--- config.mk ---
export PLATFORM = sky130hd
export DESIGN_NAME = hbs_lerp
export DESIGN_NICKNAME = d
export VERILOG_FILES = /design/src/design/hbs_pkg.sv /design/src/design/hbs_lerp.sv
export SDC_FILE = /design/constraint.sdc
export NUM_CORES = 1
export LEC_CHECK = 0
export ABC_CLOCK_PERIOD_IN_PS = 3900
export BUFFER_PORTS_ARGS = -buffer_cell sky130_fd_sc_hd__buf_2
export CORE_MARGIN = 10
export CORE_UTILIZATION = 50
export DETAILED_ROUTE_END_ITERATION = 6
export GPL_TIMING_DRIVEN = 0
export HOLD_SLACK_MARGIN = 0.08
export MAX_ROUTING_LAYER = met4
export PLACE_DENSITY = 0.78
export SLEW_MARGIN = 10
export SYNTH_ARGS = -nofsm -noshare
export SYNTH_HDL_FRONTEND = slang
export SYNTH_SLANG_ARGS = --single-unit
--- constraint.sdc ---
create_clock -name clk -period 3.9 [get_ports clk]
set_input_delay 0.195 -clock clk [delete_from_list [all_inputs] [get_ports clk]]
set_output_delay 0.195 -clock clk [all_outputs]
set_load 0.005 [all_outputs]
--- src/design/hbs_pkg.sv ---
// Shared types and constants of the height-map bilinear sampler.
// Used by every module in this folder but hbs_ram; depends on nothing.
package hbs_pkg;

	// Field widths fixed by the stream formats
	localparam int SIDE_W    = 9;   // grid side register and cell coordinates
	localparam int SPACING_W = 31;  // unsigned Q15.16 cell spacing
	localparam int POS_W     = 32;  // signed Q16.16 position
	localparam int HGT_W     = 32;  // signed Q16.16 height on the streams
	localparam int FRAC_W    = 16;  // fraction bits of a grid coordinate
	localparam int QUOT_W    = SIDE_W + FRAC_W;        // grid coordinate bits
	localparam int EXT_W     = SIDE_W + SPACING_W;     // world extent bits
	localparam int IN_W      = 112;
	localparam int PADDR_W   = 4;
	localparam int PDATA_W   = 32;

	// Defaults of the top level parameters
	localparam int MAX_SIDE_DEF    = 256;
	localparam int HEIGHT_BITS_DEF = 32;

	// Smallest usable spacing, about one millimetre
	localparam logic [SPACING_W-1:0] MIN_SPACING = 31'd66;
	localparam logic [SIDE_W-1:0]    SIDE_MIN    = 9'd2;

	// Register reset values
	localparam logic [SIDE_W-1:0]    GRID_WIDTH_RST   = 9'd256;
	localparam logic [SIDE_W-1:0]    GRID_LENGTH_RST  = 9'd256;
	localparam logic [SPACING_W-1:0] CELL_SPACING_RST = 31'd65536;

	// Register indexes (byte address / 4)
	localparam logic [1:0] REG_GRID_WIDTH   = 2'd0;
	localparam logic [1:0] REG_GRID_LENGTH  = 2'd1;
	localparam logic [1:0] REG_CELL_SPACING = 2'd2;

	// Item kinds on the slave side
	localparam logic ACT_WRITE = 1'b0;
	localparam logic ACT_QUERY = 1'b1;

	// Result of one axis: floor cell, clamped neighbour, fraction, in-range flag
	typedef struct packed {
		logic [SIDE_W-1:0] i0;
		logic [SIDE_W-1:0] i1;
		logic [FRAC_W-1:0] frac;
		logic              in_range;
	} axis_res_t;

endpackage

--- src/design/hbs_lerp.sv ---
// Bit-serial linear blend y = a + floor((b - a) * t / 2^16).
// Depends on hbs_pkg.
module hbs_lerp import hbs_pkg::*; (
	input  logic                    clk,
	input  logic                    arst_n,
	input  logic                    start,
	input  logic signed [HGT_W-1:0] a,
	input  logic signed [HGT_W-1:0] b,
	input  logic [FRAC_W-1:0]       t,
	output logic                    done,
	output logic signed [HGT_W-1:0] y
);

	localparam int CNT_W = $clog2(FRAC_W);

	logic                    busy_q;
	logic                    done_q;
	logic [CNT_W-1:0]        cnt_q;
	logic signed [HGT_W:0]   d_q;
	logic signed [HGT_W-1:0] a_q;
	logic [FRAC_W-1:0]       t_q;
	logic signed [HGT_W+1:0] acc_q;
	logic signed [HGT_W+1:0] sum;

	// One multiplier bit per cycle; the bit that drops out of the
	// accumulator is below the binary point and is discarded (floor).
	assign sum = acc_q + (t_q[0] ? (HGT_W+2)'(d_q) : '0);

	always_ff @(posedge clk or negedge arst_n) begin
		if (!arst_n) begin
			busy_q <= 1'b0;
			done_q <= 1'b0;
			cnt_q  <= '0;
		end else begin
			done_q <= 1'b0;
			if (busy_q) begin
				cnt_q <= cnt_q + 1'b1;
				if (cnt_q == CNT_W'(FRAC_W - 1)) begin
					busy_q <= 1'b0;
					done_q <= 1'b1;
				end
			end else if (start) begin
				busy_q <= 1'b1;
				cnt_q  <= '0;
			end
		end
	end

	always_ff @(posedge clk) begin
		if (busy_q) begin
			acc_q <= sum >>> 1;
			t_q   <= t_q >> 1;
		end else if (start) begin
			d_q   <= (HGT_W+1)'(b) - (HGT_W+1)'(a);
			a_q   <= a;
			t_q   <= t;
			acc_q <= '0;
		end
	end

	assign done = done_q;
	assign y    = a_q + acc_q[HGT_W-1:0];

endmodule

==> metrics <==
outcome complete, no violations; CTS tree built; max-cap violation count 0; area leader, netlist edfxtp_1; CP Max Fanout 10; starting density of the core 0.5065; Synth async-reset ratio 0.05000; Slew HR 0.5530; Unique masters post-synth 71; Setup Skew slightly below 10 ps; top cell types by occurrence after synthesis edfxtp_1 (113), ha_1 (96), nor2_1 (89); Max VDD drop 0.0003437 V; largest net degree at the start of global routing 34; Crit-path slowest cell edfxtp_1; Non-Filler Instances between 1000 and 1500; CORE AREA 18580 um2; DRC Markers 0; Post-synth EDFFs about 110; first-pass GRT wire length about 38 mm; Worst-Skew Late Latency approximately 420 ps; slowest stage delay, CP a little under 600 ps; die area ~25000 um2; Worst setup EP type flip-flop; Vias between 7000 and 8000; vias in the first global route 7554; fin. max-slew vios 0; leakage dissipation about 5.1 nW; top-count cell post-synth edfxtp_1; Cells on Worst Hold Path 2; grt total ovfl 0; initial antenna violation count 1; NumNets Final 1346; Reg2Reg Setup Slack about 170 ps; drt initial violations around 560; Synthesized Nets 1159; CP Class reg2reg; crit path launch type flip-flop; R2R Path End acc_q[29]; Hold Crit Class in2reg; num ports about 120; Layout area overhead 21.81%; die height ~160 um; slew of the pin with the lowest slew margin 670.6 ps; WHS about 95 ps; Rows 50; sequential-to-total area share from yosys stat 0.3787; vias per inst about 5.6; GPL Wtd Cong slightly above 0.9; Pre-Repair DR Iteration Count 5; HP Start t[10]; aggregate routed wire length around 24 mm; post-synth top area share 0.3606; CP Cell Sequence clkbuf_4, nand2_1, fa_1, nor2b_1, o21ai_0, a21oi_2, nor4b_1, or2_2, o311a_1, a21oi_1, o21ai_0, mux2i_1; Worst Path Arrival about 3900 ps; # diodes 0; DPL Wire Length about 19 mm; reg2reg path depth 12; Final Cycle Share 0.9562; CP required about 4000 ps; clk sinks between 100 and 150; Hold Path Sink t_q[10]; Final Hold Vio Count 0; fmax between 200 and 300 MHz; Buffers on Ports around 120; Area contributors post-synth edfxtp_1 (36%), ha_1 (13%), xnor2_1 (4.8%), a21oi_1 (4.3%), a21o_1 (3.8%); Clock transition at path regs around 60 ps; wire per inst between 15 and 20 um; Mapped Cells roughly 1000; post-synthesis register bit count 120; setup violators final 0; Mean Syn Cell Area slightly below 10 um2; CTS Root Buffer Type clkbuf_16; Inst Count DP roughly 1300; total power density per cell area a little under 800 nW/um2; fraction of layout cells with a size suffix above 1 0.1631; CP most frequent cell o21ai_0; fillers around 1500; Die X roughly 160 um; Global Route Usage Sum 0.1983; Tmin final approximately 3700 ps; mapped cell area approximately 9400 um2; htree depth 4; Clock Path Buffers 2; Reg2Reg Launch Point t_q[0]; Yosys Warn Count 0; total CTS buffers 17; Synth Flop Type edfxtp_1; Final ANT Viol Nets 0
-- what timing repair did --
item                       in CTS  in global routing
setup buffers                   0                  2
gates cloned                    0                  0
hold endpoints to repair       52                  0
setup endpoints to repair       7                 12
pin swaps                       0                  3
gates resized for setup         3                  7
hold buffers                   48                  0
-- critical path: cells and delay by family, from the launching register on --
family,cells,cell delay [ps]
AO/OA/AOI/OAI,5,1300
adder cells (fa/ha/maj),1,420
buffers and inverters,1,300
flip-flops,1,590
multiplexers,1,150
AND/OR/NAND/NOR,4,700
-- report_power, final --
part	leakage, nW	internal (mW)	switching (mW)
Sequential	1.19	2.00	0.250
Clock	0.269	0.939	0.598
Combinational	3.66	2.26	2.93
Total	5.12	5.20	3.78
-- per-layer routing --
metal  up-vias  share of wire  track usage
met3        25          0.062      0.03139
met4         0          0.017      0.06768
met2       259           0.45       0.2934
met5         -              0            -
met1      3591           0.47       0.2717
li1       3980              -            -
-- sequential cells by signal, summed over array words and instances, names as in the netlist --
register and flops:
cnt_q 4, acc_q 33, d_q 33, a_q 32
busy_q 1, t_q 16, done 1
-- cell usage in the layout, fill, tap and decap left out, types with 19 or more instances in the layout --
master | synthesis | layout
xor2_1 | 27 | 27
o21ai_0 | 51 | 51
ha_1 | 96 | 95
edfxtp_1 | 113 | 113
nand2_1 | 58 | 58
xnor2_1 | 52 | 52
buf_2 | 1 | 116
nand3_1 | 19 | 19
nor2_1 | 89 | 89
clkbuf_1 | 28 | 27
a21o_1 | 48 | 48
a21oi_1 | 81 | 80
and2_1 | 37 | 37
inv_1 | 67 | 66
dlygate4sd3_1 | 0 | 48
-- cell families (layout without fill, tap and decap cells) --
kind of cell    after synthesis  count (layout)  share of synthesized area
compound gates              280             280                     0.2044
xor+xnor                     79              79                    0.07353
fa+ha+maj                    99              99                     0.1340
buf+inv                      97             297                    0.03962
flops                       120             120                     0.3787
mux                          18              18                    0.02114
simple gates                284             284                     0.1487
-- worst max path at each step --
stage	from	to	cells after the start
6_report	t_q[0]	acc_q[29]	12
3_3_place_gp	t_q[0]	acc_q[27]	12
2_1_floorplan	acc_q[0]	y[30]	11
5_1_grt	t_q[0]	acc_q[29]	12
4_1_cts	t_q[0]	acc_q[29]	12
3_5_place_dp	t_q[0]	acc_q[27]	12
-- cell type report --
type / count / area (um2) / area share
Buffer: 30 / 125.1 / 0.01092
Clock buffer: 17 / 425.4 / 0.03711
Clock inverter: 15 / 150.1 / 0.01310
Inverter: 67 / 251.5 / 0.02194
Multi-Input combinational cell: 760 / 5523 / 0.4818
Sequential cell: 120 / 3563 / 0.3109
Tap cell: 234 / 292.8 / 0.02554
Timing Repair Buffer: 168 / 1131 / 0.09868
-- metrics by stage --
step / instance area (um2) / worst slack [ps] / TNS [ps] / total power [mW] / utilization
2_1_floorplan: 9413 / 838.0 / 0 / 5.880 / -
3_3_place_gp: 10280 / -206.3 / -361.6 / 7.181 / 0.5533
3_5_place_dp: 10350 / -194.4 / -397.2 / 7.292 / 0.5568
4_1_cts: 11410 / 53.80 / 0 / 8.902 / 0.6143
5_1_grt: 11460 / -6.984 / -6.984 / 9.692 / 0.6169
6_report: 11460 / 170.7 / 0 / 8.979 / 0.6169
Power figures use the tool's default switching activity.
