### src/design/hbs_pkg.sv
// Shared types and constants of the height-map bilinear sampler.
// Used by every module in this folder but hbs_ram; depends on nothing.
package hbs_pkg;

	// Field widths fixed by the stream formats
	localparam int SIDE_W    = 9;   // grid side register and cell coordinates
	localparam int SPACING_W = 31;  // unsigned Q15.16 cell spacing
	localparam int POS_W     = 32;  // signed Q16.16 position
	localparam int HGT_W     = 32;  // signed Q16.16 height on the streams
	localparam int FRAC_W    = 16;  // fraction bits of a grid coordinate
	localparam int QUOT_W    = SIDE_W + FRAC_W;        // grid coordinate bits
	localparam int EXT_W     = SIDE_W + SPACING_W;     // world extent bits
	localparam int IN_W      = 112;
	localparam int PADDR_W   = 4;
	localparam int PDATA_W   = 32;

	// Defaults of the top level parameters
	localparam int MAX_SIDE_DEF    = 256;
	localparam int HEIGHT_BITS_DEF = 32;

	// Smallest usable spacing, about one millimetre
	localparam logic [SPACING_W-1:0] MIN_SPACING = 31'd66;
	localparam logic [SIDE_W-1:0]    SIDE_MIN    = 9'd2;

	// Register reset values
	localparam logic [SIDE_W-1:0]    GRID_WIDTH_RST   = 9'd256;
	localparam logic [SIDE_W-1:0]    GRID_LENGTH_RST  = 9'd256;
	localparam logic [SPACING_W-1:0] CELL_SPACING_RST = 31'd65536;

	// Register indexes (byte address / 4)
	localparam logic [1:0] REG_GRID_WIDTH   = 2'd0;
	localparam logic [1:0] REG_GRID_LENGTH  = 2'd1;
	localparam logic [1:0] REG_CELL_SPACING = 2'd2;

	// Item kinds on the slave side
	localparam logic ACT_WRITE = 1'b0;
	localparam logic ACT_QUERY = 1'b1;

	// Result of one axis: floor cell, clamped neighbour, fraction, in-range flag
	typedef struct packed {
		logic [SIDE_W-1:0] i0;
		logic [SIDE_W-1:0] i1;
		logic [FRAC_W-1:0] frac;
		logic              in_range;
	} axis_res_t;

endpackage

### src/design/hbs_axis.sv
// One axis of a query: extent by serial multiply, clamp, then a
// restoring divide by the cell spacing one quotient bit per cycle. Depends on hbs_pkg.
module hbs_axis import hbs_pkg::*; (
	input  logic                    clk,
	input  logic                    arst_n,
	input  logic                    start,
	input  logic signed [POS_W-1:0] pos,
	input  logic [SIDE_W-1:0]       side,
	input  logic [SPACING_W-1:0]    spacing,
	output logic                    done,
	output axis_res_t               res
);

	typedef enum logic [4:0] {
		A_IDLE = 5'b00001,
		A_MUL  = 5'b00010,
		A_CLP  = 5'b00100,
		A_DIV  = 5'b01000,
		A_DONE = 5'b10000
	} ax_state_t;

	localparam int CNT_W = $clog2(QUOT_W);

	ax_state_t               state_q;
	logic [CNT_W-1:0]        cnt_q;
	logic signed [POS_W-1:0] pos_q;
	logic [SIDE_W-1:0]       side_q;
	logic [SPACING_W-1:0]    cs_q;
	logic [EXT_W-1:0]        mcand_q;
	logic [SIDE_W-1:0]       mplier_q;
	logic [EXT_W-1:0]        ext_q;
	logic [SPACING_W-1:0]    rem_q;
	logic [QUOT_W-1:0]       quo_q;
	logic                    inside_q;

	logic                    neg;
	logic                    over;
	logic [SPACING_W-1:0]    pclamp;
	logic [SPACING_W:0]      trial;
	logic                    ge;
	logic [SIDE_W-1:0]       last;
	logic [SIDE_W-1:0]       cell_idx;

	assign neg    = pos_q[POS_W-1];
	assign over   = !neg && (EXT_W'(pos_q[POS_W-2:0]) > ext_q);
	assign pclamp = neg ? '0 : (over ? ext_q[SPACING_W-1:0] : pos_q[POS_W-2:0]);
	assign trial  = {rem_q, quo_q[QUOT_W-1]};
	assign ge     = trial >= {1'b0, cs_q};

	always_ff @(posedge clk or negedge arst_n) begin
		if (!arst_n) begin
			state_q <= A_IDLE;
			cnt_q   <= '0;
		end else begin
			unique case (state_q)
				A_IDLE: begin
					if (start) begin
						state_q <= A_MUL;
						cnt_q   <= '0;
					end
				end
				A_MUL: begin
					cnt_q <= cnt_q + 1'b1;
					if (cnt_q == CNT_W'(SIDE_W - 1)) begin
						state_q <= A_CLP;
					end
				end
				A_CLP: begin
					state_q <= A_DIV;
					cnt_q   <= '0;
				end
				A_DIV: begin
					cnt_q <= cnt_q + 1'b1;
					if (cnt_q == CNT_W'(QUOT_W - 1)) begin
						state_q <= A_DONE;
					end
				end
				A_DONE: begin
					state_q <= A_IDLE;
				end
				default: begin
					state_q <= A_IDLE;
				end
			endcase
		end
	end

	always_ff @(posedge clk) begin
		unique case (state_q)
			A_IDLE: begin
				if (start) begin
					pos_q    <= pos;
					side_q   <= side;
					cs_q     <= spacing;
					mcand_q  <= EXT_W'(spacing);
					mplier_q <= side - 1'b1;
					ext_q    <= '0;
				end
			end
			A_MUL: begin
				if (mplier_q[0]) begin
					ext_q <= ext_q + mcand_q;
				end
				mcand_q  <= mcand_q << 1;
				mplier_q <= mplier_q >> 1;
			end
			A_CLP: begin
				// clamped position < 512 * spacing, so its top bits are
				// already below the divisor
				inside_q <= !neg && !over;
				rem_q    <= SPACING_W'(pclamp[SPACING_W-1:SIDE_W]);
				quo_q    <= {pclamp[SIDE_W-1:0], {FRAC_W{1'b0}}};
			end
			A_DIV: begin
				rem_q <= ge ? SPACING_W'(trial - {1'b0, cs_q}) : trial[SPACING_W-1:0];
				quo_q <= {quo_q[QUOT_W-2:0], ge};
			end
			A_DONE: begin
			end
			default: begin
			end
		endcase
	end

	assign last     = side_q - 1'b1;
	assign cell_idx = quo_q[QUOT_W-1:FRAC_W];

	assign done         = (state_q == A_DONE);
	assign res.i0       = (cell_idx > last) ? last : cell_idx;
	assign res.i1       = (cell_idx >= last) ? last : cell_idx + 1'b1;
	assign res.frac     = quo_q[FRAC_W-1:0];
	assign res.in_range = inside_q;

endmodule

### config.mk
export PLATFORM = sky130hd
export DESIGN_NAME = hbs_axis
export DESIGN_NICKNAME = d
export VERILOG_FILES = /design/src/design/hbs_pkg.sv /design/src/design/hbs_axis.sv
export SDC_FILE = /design/constraint.sdc
export NUM_CORES = 1
export LEC_CHECK = 0
export ABC_AREA = 1
export BUFFER_PORTS_ARGS = -buffer_cell sky130_fd_sc_hd__clkbuf_2
export CAP_MARGIN = 20
export CELL_PAD_IN_SITES_DETAIL_PLACEMENT = 1
export CELL_PAD_IN_SITES_GLOBAL_PLACEMENT = 1
export CORE_UTILIZATION = 50
export CTS_CLUSTER_DIAMETER = 50
export DETAILED_ROUTE_END_ITERATION = 16
export PLACE_DENSITY = 0.92
export SLEW_MARGIN = 30
export SYNTH_ARGS = -nofsm -noshare
export SYNTH_HDL_FRONTEND = slang
export SYNTH_SLANG_ARGS = --single-unit
export TNS_END_PERCENT = 5
### constraint.sdc
create_clock -name clk -period 15.37 [get_ports clk]
set_clock_uncertainty 0.15 [all_clocks]
set_input_delay 3.074 -clock clk [delete_from_list [all_inputs] [get_ports clk]]
set_output_delay 3.074 -clock clk [all_outputs]
set_load 0.01 [all_outputs]
==> out/metrics.cfg <==
[outcome]
outcome = complete, no violations

[sta]
tightest_slew_ns = 1.02
finalSetupTns_ns = 0
fin_crit_sh_pct = 42.5
setup_violations = 0
drv_slew = 0
max_clock_freq_mhz = 153
period_needed_ns = 6.53
rsz0062_at_grt = no
finalHoldViolations = 0
relSlewSlack_pct = 31.8

[logic_synthesis]
syn_area_per_cell_um2 = 7.97
synthesis.nets = 2135
synth_edf_count = 218
synth.largest_area_cell = edfxtp_1
synth.distinct_cells = 43
synthTopCellsByArea = edfxtp_1, nand2_1, ha_1
ys_ff_latch = 228
ys.flop_type = edfxtp_1
synth_seq_area_share_pct = 43.9
async_flop_share_pct = 4.39
syn-cell-area_um2 = 15500
synth_top_area_share_pct = 42.3
syn_inst = 1943
synth_warnings = 0

[critical_path]
cpMaxStageDelayCell = edfxtp_1
cp_num_cells = 15
cp_num_buf_inv = 4
crit_path_max_fanout = 14
cp_slowest_stage_delay_ns = 0.38
reg2reg_depth = 11
crit_path_end_kind = output pin
worstPathCellList = inv_1 -> ha_1 -> nand2_1 -> xor2_1 -> ha_1 -> nand2_1 -> inv_1 -> nand2_1 -> a21oi_1 -> o21ai_1 -> nand3_1 -> inv_1 -> nand3b_1 -> o21ai_0 -> clkbuf_2
path_delay_family = buffers and inverters
crit_required_ns = 12.15
start_kind = register
cp.arrival_ns = 3.31
critical_path_class = register to output pin

[global_routing]
grt_max_degree = 77
grt.overflow.total = 0
grt_pass1_wl_um = 84400
antenna_found_initial = 1
grt_util_all_layers_pct = 34.8
grt_pass1_vias = 15568

[route]
wirelength_um = 54200
via_per_inst = 5.97
num_vias = 14643
wire_per_inst_um = 22.1
first_pass_iters = 5
drt-initial-drc-count = 1141
antenna_left = 0
route.detailed.drc = 0

[power_and_ir_drop]
p_sw_w = 0.00193
power_leakage_nw = 7.92
pwr_density_cell_nw_per_um2 = 230
power.share.combinational_pct = 51.8
p_seq_share_pct = 29.4
clockPowerShare_pct = 18.8
internal_power_w = 0.00207
sw_frac_of_total_pct = 48.3
peakVddDrop_uv = 163

[clocking]
ctsResizeCount = 0
post-cts-setup-buffer-count = 0
cts_sinks = 228
cts_buffer_depth = 3
tritoncts = done
path_clk_slew_ns = 0.06
htreeDepth = 2
cts_inserted_buffers = 34
clock_latency_ns = 0.53
cts-root-buf = clkbuf_16
hold_buffers = 0

[run]
cap_violations = 0

[final_layout]
fin_nets = 2226
syn_to_final_growth_pct = 12.3
layout_commonest_cell = nand2_1
nFillCells = 3769
layout_common_cells = nand2_1, inv_1, edfxtp_1
drive_above_1_share_pct = 9.53
final_util_pct = 57.0

[place]
place.gp.congestion = 0.970
portBuffers = 110
dpl.hpwl_um = 39300

[floorplan]
dieHeight_um = 178
initial_utilization_pct = 50.7
rows = 64
io_pins = 111
core_um2 = 30500
die_x_um = 178
dieArea_um2 = 31700

[hold_path]
min_path_cells = 2
hp-class = register to register

state kept, by name, summed over array words and instances (netlist names), 5 cells and up:
signal / cells
cnt_q: 5
cs_q: 31
ext_q: 40
rem_q: 31
quo_q: 25
state_q: 5
mcand_q: 40
side_q: 9
mplier_q: 9
pos_q: 32
cell families (layout without fill, tap and decap cells):
| family | count (synthesis) | after routing | share of synthesized area, % |
|---|---|---|---|
| AO/OA/AOI/OAI | 314 | 314 | 10.8 |
| AND/OR/NAND/NOR | 964 | 964 | 26.2 |
| flip-flops | 228 | 228 | 43.9 |
| other | 0 | 1 | 0 |
| XOR/XNOR | 33 | 33 | 1.87 |
| buffers and inverters | 287 | 401 | 7.65 |
| adder cells (fa/ha/maj) | 117 | 117 | 9.55 |
cell usage after synthesis, drive strengths merged, types with 9 or more instances:
library cell  instances
edfxtp              218
clkbuf               23
o21ai               123
o21a                 17
xor2                 11
inv                 222
dfrtp                 9
nor2                202
a21oi               155
nand2               542
ha                  115
nand3b               24
nor3                 21
xnor2                22
buf                  42
nand3               112
nand4                49
power by group through the flow:
stage | Sequential, W | Combinational (W) | Clock, W
2_1_floorplan | 0.00113 | 0.00137 | 0
3_3_place_gp | 0.00116 | 0.00185 | 0
3_5_place_dp | 0.00117 | 0.00197 | 0
4_1_cts | 0.00117 | 0.00204 | 0.000759
5_1_grt | 0.00119 | 0.00228 | 0.000784
6_report | 0.00117 | 0.00207 | 0.000754
tightest hold or removal path, stage by stage (launching register included):
cell and delay [ns]:
edfxtp_1 0.32, nand2_1 0.05, o21ai_0 0.06
cell type report:
class | count | area (um2) | share of cell area [%]
Clock buffer | 39 | 901 | 5.18
Timing Repair Buffer | 120 | 629 | 3.62
Clock inverter | 20 | 185 | 1.07
Tap cell | 396 | 495 | 2.85
Sequential cell | 228 | 6800 | 39.1
Antenna cell | 1 | 2.50 | 0.0144
Multi-Input combinational cell | 1428 | 7540 | 43.4
Inverter | 222 | 835 | 4.80
path summary, 6_finish.rpt:
kind / startpoint / end / slack [ns]
max: side_q[0]$_DFFE_PP_ / res[21] / 8.84
max in group asynchronous: arst_n / state_q[0]$_DFFE_PN1P_ / 12.52
min reg2reg: mplier_q[8]$_SDFFCE_PP0P_ / mplier_q[7]$_DFFE_PP_ / 0.39
max reg2reg: cs_q[17]$_DFFE_PP_ / rem_q[19]$_DFFE_PN_ / 11.24
min in group asynchronous: arst_n / state_q[1]$_DFFE_PN0P_ / 2.28
min: mplier_q[8]$_SDFFCE_PP0P_ / mplier_q[7]$_DFFE_PP_ / 0.39
stage by stage:
stage,total power (W),cell area (um2),std cells,setup WS [ns],hold WS (ns)
final,0.00400,17400,2454,8.84,0.393
after global routing,0.00425,17400,2453,8.52,0.447
after CTS,0.00396,17400,2453,8.82,0.391
after detailed placement,0.00315,16300,2394,9.36,0.381
after global placement,0.00301,16300,2394,9.44,0.357
after floorplan,0.00249,15500,1943,6.43,0.350
layer usage:
| metal | up-vias | global-route usage (%) | part of all wire [%] |
|---|---|---|---|
| li1 | 6729 | - | - |
| met4 | 0 | 16.9 | 4.7 |
| met3 | 163 | 5.72 | 6.3 |
| met1 | 7150 | 42.3 | 40 |
| met5 | - | 0 | 0 |
| met2 | 601 | 59.8 | 49 |
Note: power is estimated with default switching activity, not from simulation.
